File: src/ips_pkg.sv
// shared types, register codes and constants for the incremental pid step
package ips_pkg;

  // field widths
  localparam int DATA_W    = 16;
  localparam int ERR_W     = DATA_W + 1;
  localparam int FRAC_BITS = 8;
  localparam int CFG_IDX_W = 3;

  // register index codes
  localparam logic [CFG_IDX_W-1:0] REG_SET_POINT      = 3'd0;
  localparam logic [CFG_IDX_W-1:0] REG_GAIN_PROP      = 3'd1;
  localparam logic [CFG_IDX_W-1:0] REG_GAIN_INTEG     = 3'd2;
  localparam logic [CFG_IDX_W-1:0] REG_GAIN_DERIV     = 3'd3;
  localparam logic [CFG_IDX_W-1:0] REG_INTEG_TERM_MIN = 3'd4;
  localparam logic [CFG_IDX_W-1:0] REG_INTEG_TERM_MAX = 3'd5;
  localparam logic [CFG_IDX_W-1:0] REG_DRIVE_MIN      = 3'd6;
  localparam logic [CFG_IDX_W-1:0] REG_DRIVE_MAX      = 3'd7;

  // boost override
  localparam logic signed [ERR_W-1:0]  BOOST_ERR_LIMIT = 17'sd15;
  localparam logic signed [DATA_W-1:0] BOOST_DRIVE     = 16'sd10000;

  // output saturation bounds
  localparam logic signed [DATA_W-1:0] DATA_MIN = 16'sh8000;
  localparam logic signed [DATA_W-1:0] DATA_MAX = 16'sh7fff;

  typedef logic signed [DATA_W-1:0] data_t;
  typedef logic signed [ERR_W-1:0]  err_t;

  // configuration bundle handed from the register file to the datapath
  typedef struct packed {
    data_t set_point;
    data_t gain_prop;
    data_t gain_integ;
    data_t gain_deriv;
    data_t integ_term_min;
    data_t integ_term_max;
    data_t drive_min;
    data_t drive_max;
  } cfg_t;

  localparam cfg_t CFG_RESET = '{
    set_point:      16'sd0,
    gain_prop:      16'sd0,
    gain_integ:     16'sd0,
    gain_deriv:     16'sd0,
    integ_term_min: DATA_MIN,
    integ_term_max: DATA_MAX,
    drive_min:      DATA_MIN,
    drive_max:      DATA_MAX
  };

endpackage

File: src/ips_cfg_regs.sv
// configuration register file for the incremental pid step
module ips_cfg_regs
  import ips_pkg::*;
(
  input  logic                 clk,
  input  logic                 rst_n,
  input  logic                 cfg_we,
  input  logic [CFG_IDX_W-1:0] cfg_index,
  input  logic [DATA_W-1:0]    cfg_wdata,
  output cfg_t                 cfg
);

  cfg_t cfg_r;
  cfg_t cfg_nxt;

  // decode the write
  always_comb begin
    cfg_nxt = cfg_r;
    if (cfg_we) begin
      case (cfg_index)
        REG_SET_POINT:      cfg_nxt.set_point      = cfg_wdata;
        REG_GAIN_PROP:      cfg_nxt.gain_prop      = cfg_wdata;
        REG_GAIN_INTEG:     cfg_nxt.gain_integ     = cfg_wdata;
        REG_GAIN_DERIV:     cfg_nxt.gain_deriv     = cfg_wdata;
        REG_INTEG_TERM_MIN: cfg_nxt.integ_term_min = cfg_wdata;
        REG_INTEG_TERM_MAX: cfg_nxt.integ_term_max = cfg_wdata;
        REG_DRIVE_MIN:      cfg_nxt.drive_min      = cfg_wdata;
        REG_DRIVE_MAX:      cfg_nxt.drive_max      = cfg_wdata;
        default:            cfg_nxt = cfg_r;
      endcase
    end
  end

  always_ff @(posedge clk) begin
    if (!rst_n) begin
      cfg_r <= CFG_RESET;
    end else begin
      cfg_r <= cfg_nxt;
    end
  end

  assign cfg = cfg_r;

endmodule

File: src/ips_core.sv
// combinational pid delta, integral clamp and drive accumulation
module ips_core
  import ips_pkg::*;
(
  input  cfg_t  cfg,
  input  err_t  err_new,
  input  err_t  err_prior,
  input  err_t  err_last2,
  input  data_t accum,
  input  logic  boost,
  output data_t drive
);

  logic signed [ERR_W:0]   diff_p;
  logic signed [ERR_W+1:0] diff_d;
  logic signed [33:0]      term_p;
  logic signed [32:0]      term_i;
  logic signed [34:0]      term_d;
  logic signed [32:0]      integ_lo;
  logic signed [32:0]      integ_hi;
  logic signed [32:0]      term_i_c;
  logic signed [36:0]      delta_q8;
  logic signed [36:0]      delta_trunc;
  logic                    round_up;
  data_t                   delta;
  logic signed [DATA_W:0]  acc_sum;
  data_t                   acc_clamp;

  // first and second differences of the error
  assign diff_p = (ERR_W+1)'(err_new) - (ERR_W+1)'(err_prior);
  assign diff_d = (ERR_W+2)'(err_new) - (ERR_W+2)'(err_prior) - (ERR_W+2)'(err_prior)
                + (ERR_W+2)'(err_last2);

  // gain products in q.8
  assign term_p = cfg.gain_prop  * diff_p;
  assign term_i = cfg.gain_integ * err_new;
  assign term_d = cfg.gain_deriv * diff_d;

  // integral clamp, lower limit tested first
  assign integ_lo = 33'($signed({cfg.integ_term_min, 8'd0}));
  assign integ_hi = 33'($signed({cfg.integ_term_max, 8'd0}));

  always_comb begin
    if (term_i < integ_lo) begin
      term_i_c = integ_lo;
    end else if (term_i > integ_hi) begin
      term_i_c = integ_hi;
    end else begin
      term_i_c = term_i;
    end
  end

  // sum and divide by 256 toward zero
  assign delta_q8    = 37'(term_p) + 37'(term_i_c) + 37'(term_d);
  assign round_up    = delta_q8[36] && (|delta_q8[FRAC_BITS-1:0]);
  assign delta_trunc = (delta_q8 >>> FRAC_BITS) + $signed(37'(round_up));

  // saturate delta to the output width
  always_comb begin
    if (delta_trunc < 37'(DATA_MIN)) begin
      delta = DATA_MIN;
    end else if (delta_trunc > 37'(DATA_MAX)) begin
      delta = DATA_MAX;
    end else begin
      delta = delta_trunc[DATA_W-1:0];
    end
  end

  // accumulate and clamp to drive limits, lower limit first
  assign acc_sum = (DATA_W+1)'(accum) + (DATA_W+1)'(delta);

  always_comb begin
    if (acc_sum < (DATA_W+1)'(cfg.drive_min)) begin
      acc_clamp = cfg.drive_min;
    end else if (acc_sum > (DATA_W+1)'(cfg.drive_max)) begin
      acc_clamp = cfg.drive_max;
    end else begin
      acc_clamp = acc_sum[DATA_W-1:0];
    end
  end

  // boost override on large positive error
  assign drive = (boost && (err_new > BOOST_ERR_LIMIT)) ? BOOST_DRIVE : acc_clamp;

endmodule

File: src/incremental_pid_step.sv
// top level of the incremental pid step
//
//   channel  direction  handshake             payload
//   in       input      in_valid / in_stall   in_measured, in_boost_enable
//   out      output     out_valid / out_stall out_drive
//   cfg      input      cfg_we                cfg_index, cfg_wdata
//
// one item per cycle sustained while out_stall is low; an item sits in the input
// register after the edge that accepts it and its drive moves on to the result
// register, with the whole pid update between them as one pass that also
// updates the error history and the drive accumulator. synchronous active-low
// reset clears the error history, the accumulator and both valid flags. in_stall
// rises only when a held item waits behind a result that out_stall is holding.
module incremental_pid_step
  import ips_pkg::*;
(
  input  logic                 clk,
  input  logic                 rst_n,
  input  logic                 in_valid,
  output logic                 in_stall,
  input  logic [DATA_W-1:0]    in_measured,
  input  logic                 in_boost_enable,
  output logic                 out_valid,
  input  logic                 out_stall,
  output logic [DATA_W-1:0]    out_drive,
  input  logic                 cfg_we,
  input  logic [CFG_IDX_W-1:0] cfg_index,
  input  logic [DATA_W-1:0]    cfg_wdata
);

  cfg_t  cfg;
  logic  in_take;
  logic  advance;
  data_t drive_calc;

  logic  s1_valid_r, s1_valid_nxt;
  err_t  s1_err_r,   s1_err_nxt;
  logic  s1_boost_r, s1_boost_nxt;
  err_t  err_now_r,  err_now_nxt;
  err_t  err_prev_r, err_prev_nxt;
  data_t accum_r,    accum_nxt;
  logic  out_valid_r, out_valid_nxt;
  data_t out_drive_r, out_drive_nxt;

  ips_cfg_regs u_cfg_regs (
    .clk       (clk),
    .rst_n     (rst_n),
    .cfg_we    (cfg_we),
    .cfg_index (cfg_index),
    .cfg_wdata (cfg_wdata),
    .cfg       (cfg)
  );

  // handshake
  assign advance  = s1_valid_r && (!out_valid_r || !out_stall);
  assign in_stall = s1_valid_r && out_valid_r && out_stall;
  assign in_take  = in_valid && !in_stall;

  // input register holds the fresh error
  always_comb begin
    s1_valid_nxt = in_take ? 1'b1 : (advance ? 1'b0 : s1_valid_r);
    s1_err_nxt   = s1_err_r;
    s1_boost_nxt = s1_boost_r;
    if (in_take) begin
      s1_err_nxt   = (ERR_W)'(cfg.set_point) - (ERR_W)'($signed(in_measured));
      s1_boost_nxt = in_boost_enable;
    end
  end

  ips_core u_core (
    .cfg       (cfg),
    .err_new   (s1_err_r),
    .err_prior (err_now_r),
    .err_last2 (err_prev_r),
    .accum     (accum_r),
    .boost     (s1_boost_r),
    .drive     (drive_calc)
  );

  // state and result update when the item moves to the result register
  always_comb begin
    err_now_nxt   = err_now_r;
    err_prev_nxt  = err_prev_r;
    accum_nxt     = accum_r;
    out_drive_nxt = out_drive_r;
    out_valid_nxt = out_valid_r && out_stall;
    if (advance) begin
      err_now_nxt   = s1_err_r;
      err_prev_nxt  = err_now_r;
      accum_nxt     = drive_calc;
      out_drive_nxt = drive_calc;
      out_valid_nxt = 1'b1;
    end
  end

  // control and state registers
  always_ff @(posedge clk) begin
    if (!rst_n) begin
      s1_valid_r  <= 1'b0;
      out_valid_r <= 1'b0;
      err_now_r   <= '0;
      err_prev_r  <= '0;
      accum_r     <= '0;
    end else begin
      s1_valid_r  <= s1_valid_nxt;
      out_valid_r <= out_valid_nxt;
      err_now_r   <= err_now_nxt;
      err_prev_r  <= err_prev_nxt;
      accum_r     <= accum_nxt;
    end
  end

  // payload registers
  always_ff @(posedge clk) begin
    s1_err_r    <= s1_err_nxt;
    s1_boost_r  <= s1_boost_nxt;
    out_drive_r <= out_drive_nxt;
  end

  assign out_valid = out_valid_r;
  assign out_drive = out_drive_r;

endmodule

File: config.mk
export PLATFORM = sky130hd
export DESIGN_NAME = incremental_pid_step
export DESIGN_NICKNAME = d
export VERILOG_FILES = /design/src/ips_pkg.sv /design/src/ips_cfg_regs.sv /design/src/ips_core.sv /design/src/incremental_pid_step.sv
export SDC_FILE = /design/constraint.sdc
export NUM_CORES = 2
export LEC_CHECK = 0
export ABC_CLOCK_PERIOD_IN_PS = 26000
export BUFFER_PORTS_ARGS = -buffer_cell sky130_fd_sc_hd__clkbuf_2
export CAP_MARGIN = 20
export CELL_PAD_IN_SITES_DETAIL_PLACEMENT = 0
export CELL_PAD_IN_SITES_GLOBAL_PLACEMENT = 2
export CORE_AREA = 10 10 287 427
export CTS_BUF_LIST = sky130_fd_sc_hd__clkbuf_2
export CTS_CLUSTER_SIZE = 14
export DETAILED_ROUTE_END_ITERATION = 10
export DIE_AREA = 0 0 297 437
export GPL_ROUTABILITY_DRIVEN = 0
export GPL_TIMING_DRIVEN = 1
export PLACE_DENSITY_LB_ADDON = 0.1
export SLEW_MARGIN = 10
export SYNTH_ARGS = -nofsm -noshare
export SYNTH_HDL_FRONTEND = slang
export SYNTH_SLANG_ARGS = --single-unit
File: constraint.sdc
create_clock -name clk -period 26 [get_ports clk]
set_input_delay 3.9 -clock clk [delete_from_list [all_inputs] [get_ports clk]]
set_output_delay 3.9 -clock clk [all_outputs]
set_load 0.02 [all_outputs]
**Word-level counts from Yosys, hierarchy flattened**

Index checks and enable logic that the tools add are counted.

- $add $sub $neg: 9
- Div/mod/pow operators: 0
- Multipliers: 3
- Mux-type cells: 10
- $lt $le $gt $ge: 7
- Reductions and logical operators: 22
- Equal/unequal tests: 7
- Shift operators: 0
- Bitwise operators: 0

Operators by type and width:

| operator | number |
|---|---|
| 16-bit two-way mux | 5 |
| 33-bit two-way mux | 2 |
| 37-bit by 16-bit greater-than comparator with 1-bit output, second input constant | 1 |
| 37-bit by 16-bit less-than comparator with 1-bit output, second input constant | 1 |
| 35-bit by 35-bit adder with 36-bit output | 1 |
| 17-bit by 17-bit subtractor with 18-bit output | 2 |
| 34-bit by 33-bit adder with 35-bit output | 1 |
| 16-bit by 19-bit multiplier with 35-bit output | 1 |
| 16-bit by 18-bit multiplier with 34-bit output | 1 |
| 33-bit by 24-bit greater-than comparator with 1-bit output | 1 |
| 33-bit by 24-bit less-than comparator with 1-bit output | 1 |
| 16-bit by 17-bit multiplier with 33-bit output | 1 |
| 29-bit by 2-bit adder with 30-bit output | 1 |
| 19-bit by 17-bit adder with 19-bit output | 1 |
| 18-bit by 17-bit subtractor with 19-bit output | 1 |
| 16-bit by 16-bit adder with 17-bit output | 1 |
| 17-bit by 16-bit greater-than comparator with 1-bit output | 1 |
| 17-bit by 5-bit greater-than comparator with 1-bit output, second input constant | 1 |
| 17-bit by 16-bit less-than comparator with 1-bit output | 1 |
| 16-bit by 16-bit subtractor with 17-bit output | 1 |
| 2-bit AND reduction | 8 |
| 3-bit equality test, second input constant | 4 |
| 8-bit OR reduction | 1 |
| 1-bit logical AND | 7 |
| 7 further kinds | 12 |

- Output and inout port bits: 18
- Memory bits (writable): 0
- ROM bits: 0
- Word-level logic and storage cells: 74
- Latch bits: 0
- Memories: 0
- Input port bits: 41
- Register bits: 214

**Longest topological paths before layout**

- Depth after elaboration: 17
- Mapped depth: 104
- Mapped depth without buffers: 98

**Hierarchy**

Synthesis repeated with hierarchy kept, for this count alone.

- Cells, all modules: 5546
- Area, all modules: 49585.1 µm²

By module, submodules not included:

| module | area an instance (µm²) | instances | sequential area each (µm²) | cells each |
|---|---|---|---|---|
| ips_core | 41081.9 | 1 | 0.0 | 4715 |
| ips_cfg_regs | 4822.1 | 1 | 2562.5 | 457 |
| incremental_pid_step | 3681.0 | 1 | 2062.0 | 374 |

**Least setup slack after synthesis**

Ideal clock, no wire load.

- Path kind: reg2reg
- Start: register s1_err_r[16]
- End: register out_drive_r[0] (netlist: out_drive[0]), data pin
- Period minus slack after synthesis: 22150 ps
- Slack: 3850 ps
- Stages on the path, launching flop included: 97
- Arrival: 21896 ps
- Required time: 25745 ps
- Buffers on the path: 8
- Cells stage by stage: edfxtp_1 -> clkbuf_1 -> clkbuf_1 -> nand2_1 -> fa_1 -> fa_1 -> fa_1 -> inv_1 -> fa_1 -> fa_1 -> inv_1 -> fa_1 -> inv_1 -> ha_1 -> clkbuf_1 -> nor2b_1 -> o21ai_0 -> nand2_1 -> (+61 left out) -> a21o_1 -> a21oi_1 -> o21ai_0 -> o41ai_1 -> o21ai_0 -> a21oi_1 -> xnor2_1 -> ha_1 -> nand3_1 -> nor2_1 -> a21oi_1 -> nand3_1 -> a211o_1 -> nand2_1 -> clkbuf_1 -> mux2i_1 -> a21oi_1 -> and2_1

- Cells in the longest elaborated chain, start to end: 17

Ends and longest elaborated chain:

| what | RTL line | RTL |
|---|---|---|
| start, declared | incremental_pid_step.sv:37 | `err_t s1_err_r, s1_err_nxt;` |
| start signal, assigned | incremental_pid_step.sv:115 | `s1_err_r <= s1_err_nxt;` |
| branches (longest 16 deep; another with 37-bit by 16-bit greater-than comparator with 1-bit output) | - |  |
| 16-bit two-way mux (*) | ips_core.sv:83 | `assign drive = (boost && (err_new > BOOST_ERR_LIMIT)) ? BOOST_DRIVE : acc_clamp;` |
| via drive_calc[0] | incremental_pid_step.sv:34 | `data_t drive_calc;` |
| end signal, assigned | incremental_pid_step.sv:117 | `out_drive_r <= out_drive_nxt;` |
| end, declared | incremental_pid_step.sv:43 | `data_t out_drive_r, out_drive_nxt;` |

Mark *: on every way through the listed nets, which the timed path passes.
A chain may end at the register's enable or synchronous reset.

**Worst setup path in the final report**

- Start: register u_cfg_regs.cfg_r (netlist bit u_cfg_regs.cfg[85])
- End: register accum_r[2]

- Cells in the longest elaborated chain, start to end: 17

Ends and longest elaborated chain:

| what | RTL line | RTL |
|---|---|---|
| start, declared | ips_cfg_regs.sv:13 | `cfg_t cfg_r;` |
| start signal, assigned | ips_cfg_regs.sv:38 | `cfg_r <= cfg_nxt;` |
| 16-bit by 17-bit multiplier with 33-bit output (*) | ips_core.sv:36 | `assign term_i = cfg.gain_integ * err_new;` |
| 33-bit by 24-bit greater-than comparator with 1-bit output | ips_core.sv:46 | `end else if (term_i > integ_hi) begin` |
| 33-bit two-way mux | ips_core.sv:46 |  |
| 33-bit two-way mux (*) | ips_core.sv:44 | `if (term_i < integ_lo) begin` |
| 34-bit by 33-bit adder with 35-bit output (*) | ips_core.sv:54 | `assign delta_q8 = 37'(term_p) + 37'(term_i_c) + 37'(term_d);` |
| 35-bit by 35-bit adder with 36-bit output (*) | ips_core.sv:54 |  |
| 8-bit OR reduction | ips_core.sv:55 | `assign round_up = delta_q8[36] && (\|delta_q8[FRAC_BITS-1:0]);` |
| 1-bit logical AND | ips_core.sv:55 |  |
| 29-bit by 2-bit adder with 30-bit output (*) | ips_core.sv:56 | `assign delta_trunc = (delta_q8 >>> FRAC_BITS) + $signed(37'(round_up));` |
| 37-bit by 16-bit greater-than comparator with 1-bit output | ips_core.sv:62 | `end else if (delta_trunc > 37'(DATA_MAX)) begin` |
| 16-bit two-way mux | ips_core.sv:62 |  |
| 16-bit two-way mux (*) | ips_core.sv:60 | `if (delta_trunc < 37'(DATA_MIN)) begin` |
| 16-bit by 16-bit adder with 17-bit output (*) | ips_core.sv:70 | `assign acc_sum = (DATA_W+1)'(accum) + (DATA_W+1)'(delta);` |
| 17-bit by 16-bit greater-than comparator with 1-bit output | ips_core.sv:75 | `end else if (acc_sum > (DATA_W+1)'(cfg.drive_max)) begin` |
| 16-bit two-way mux | ips_core.sv:75 |  |
| 16-bit two-way mux (*) | ips_core.sv:73 | `if (acc_sum < (DATA_W+1)'(cfg.drive_min)) begin` |
| 16-bit two-way mux (*) | ips_core.sv:83 |  |
| end signal, assigned | incremental_pid_step.sv:109 | `accum_r <= accum_nxt;` |
| end, declared | incremental_pid_step.sv:41 | `data_t accum_r, accum_nxt;` |

Mark *: on every way between the ends. The rest lies on a longest branch, timed or not.

==> results.py <==
metrics = {
    "global_route": {
        "grt_pass1_vias": 41115,
        "antenna_found_initial": 7,
        "grt_use_total": 0.264,
        "grt_overflow": 0,
        "grt_pass1_wl_microns": 257000,
        "grt_max_degree": 79,
    },
    "synth": {
        "netlist_area_sq_um": 49100,
        "muxShareOfSynthArea": 0.00747,
        "synth.top_cell.area_share": 0.413,
        "synthesis.nets": 7089,
        "yosys_warnings": 0,
        "ys_seq_area_frac": 0.0942,
        "synth_top_family_by_area": "adder cells",
        "ys_async_sr_fraction": 0,
        "synth_compound_area_frac": 0.0850,
        "syn-instance-count": 5657,
        "ys_ff_latch": 214,
        "yosys.area.top_type": "fa_1",
        "synth_fa_ha_area_frac": 0.509,
        "synth_edf_count": 34,
        "synth.distinct_cells": 105,
        "synth.area.top_cells": "fa_1 (41%), inv_1 (9.8%), ha_1 (9.7%)",
        "synth_xor_area_frac": 0.0223,
        "synth-simple-area-share": 0.163,
        "synth_flop_cell": "dfxtp_1",
        "avgSynthCellArea_sq_um": 8.68,
    },
    "route": {
        "vias": 37636,
        "drt_iter0_drc": 1825,
        "vias_per_cell": 5.21,
        "totalWireLength_microns": 170000,
        "drtPass1Iterations": 5,
        "drtAntennaViolNets": 0,
        "drc_errors": 0,
        "wl_per_cell_microns": 23.5,
    },
    "critical_path": {
        "reg2regPathDepth": 88,
        "crit_slowest_cell": "dfxtp_1",
        "cp-end-kind": "flip-flop",
        "cp_data_required_time_ps": 26990,
        "slowest_delay_ps": 800,
        "critPathMaxFanout": 30,
        "cpMostUsedCell": "fa_1",
        "r2r-end": "accum_r[2]",
        "worstReg2RegStart": "u_cfg_regs.cfg[85]",
        "cp_data_arrival_time_ps": 25430,
        "startpoint_type": "flip-flop",
        "crit_type": "reg2reg",
        "r2r_slack_ps": 1550,
    },
    "clock_network": {
        "cts_buffer_depth": 3,
        "ctsHoldBuffers": 0,
        "cts-root-buf": "clkbuf_2",
        "clock_sinks": 214,
        "htreeDepth": 2,
        "worstSkewPairLatency_ps": 1270,
        "clk_pin_slew_worst_paths_ps": 130,
        "cts_tree": "yes",
        "cts_buffers": 56,
    },
    "finish": {
        "nFillCells": 11606,
        "fin_util": 0.453,
        "layout_common_cells": "inv_1 (1,282), fa_1 (1,012), nand2_1 (902)",
        "layout_commonest_cell": "inv_1",
        "drive_above_1_share": 0.0621,
        "fin_nets": 7064,
        "areaGrowthSynthToFinish_pct": 5.58,
        "finalInstanceArea_sq_um": 51800,
    },
    "power": {
        "power_density_nw_per_um2": 130,
        "max-vdd-ir-drop_mv": 0.242,
        "finalPower_mw": 6.75,
        "leakagePower_nw": 24.4,
    },
    "timing": {
        "setup_tns_ps": 0,
        "slew_headroom": 0.234,
        "finalSetupViolCount": 0,
        "post-route-period-util": 0.940,
        "hold_viol": 0,
        "rsz0062_at_grt": "false",
        "finalMaxSlewViolations": 0,
        "timing.fmax_mhz": 40.9,
        "hold_ws_ps": 457,
        "finClkSkew_ps": 209,
        "tightest_slew_ps": 1150,
        "period_needed_ps": 24450,
    },
    "place": {
        "numPortBuffers": 58,
        "hpwl_microns": 139000,
        "place_area_sq_um": 51100,
    },
    "die": {
        "initial_utilization": 0.429,
        "core_area_sq_um": 114000,
        "ios": 59,
        "dieHeight_microns": 437,
        "fp.dieArea_sq_um": 130000,
        "fp.dieW_microns": 297,
        "row_count": 152,
    },
    "status": {
        "status": "completed",
    },
    "min_path": {
        "min_to": "err_prev_r[14]",
        "hold_start": "err_prev_r[14]",
        "hold_depth": 2,
        "hold_class": "reg2reg",
    },
    "run": {
        "max-cap-violations": 0,
    },
}
## synth_stat cells (all sizes together) (45+ instances only)
cell,instances
nor2,176
ha,379
fa,1012
inv,1284
o211ai,47
nand2b,72
a21o,45
nor2b,61
nand2,904
a21oi,267
o21ai,123
nand3,56
and2,297
xnor2,93
clkbuf,232
dfxtp,180
## how the worst max path moves through the flow
stage / start / to / slack [ps] / depth (start not counted)
2_1_floorplan: s1_err_r[16] / out_drive[0] / 3850 / 96
3_3_place_gp: s1_err_r[7] / accum_r[2] / 1810 / 92
3_5_place_dp: s1_err_r[7] / out_drive[13] / 1470 / 92
4_1_cts: s1_err_r[7] / accum_r[2] / 1350 / 93
5_1_grt: u_cfg_regs.cfg[85] / accum_r[2] / 70 / 93
6_report: u_cfg_regs.cfg[85] / accum_r[2] / 1550 / 88
## registers in the layout, summed over array words and instances (netlist names)
name            count
err_now_r          17
err_prev_r         17
s1_err_r           17
s1_boost_r          1
accum_r            16
u_cfg_regs.cfg    128
s1_valid_r          1
out_valid           1
out_drive          16
## metrics by stage
stage          instances  setup slack [ps]
2_1_floorplan       5657              3850
3_3_place_gp        7096              1810
3_5_place_dp        7096              1470
4_1_cts             7202              1350
5_1_grt             7222              70.2
6_report            7225              1550
## worst max-delay path, delay by kind of cell, from the launching register on
kind	cells	cell delay, ps
adder cells (fa/ha/maj)	22	9160
XOR/XNOR	3	810
AND/OR/NAND/NOR	24	4890
AO/OA/AOI/OAI	26	6150
buffers and inverters	10	1400
multiplexers	3	920
flip-flops	1	800
## cells by family (layout without fill, tap and decap cells)
logic type                 after synthesis  count (layout)
AOI/OAI and AO/OA                      650             650
xor gates and xnor gates               125             125
adders and majority gates             1391            1391
buffers and inverters                 1536            1559
DFF                                    214             214
muxes                                   36              36
other                                    0               5
and+or+nand+nor                       1705            1705
## where the power goes
group          switching [mW]  leakage, nW  total (mW)  internal, mW
sequential             0.0330         1.79       0.476         0.443
combinational            3.86         22.2        6.00          2.14
clock                   0.183        0.401       0.272        0.0890
## repair_timing
action	4_1_cts	5_1_grt
gates resized for setup	0	6
setup endpoints to repair	0	31
buffers inserted	0	17
## final cells by class
type	instances	area (sq um)	share of cell area
inverters	1284	4820	0.0930
multi-input cells	3907	38700	0.747
flip-flops and latches	214	4630	0.0894
clock buffers	82	410	0.00792
well taps	1540	1930	0.0372
diodes	5	12.5	0.000241
clock inverters	24	119	0.00229
repair buffers	169	1210	0.0233
## per-layer routing
layer / GRT usage / vias to the layer above / routed length [microns]
met2: 0.518 / 934 / 93800
li1: - / 17071 / -
met4: 0.151 / 4 / 11600
met3: 0.0220 / 418 / 5840
met5: 0 / - / 27
met1: 0.270 / 19209 / 58800
No activity file was read; power rests on OpenSTA's default activity.
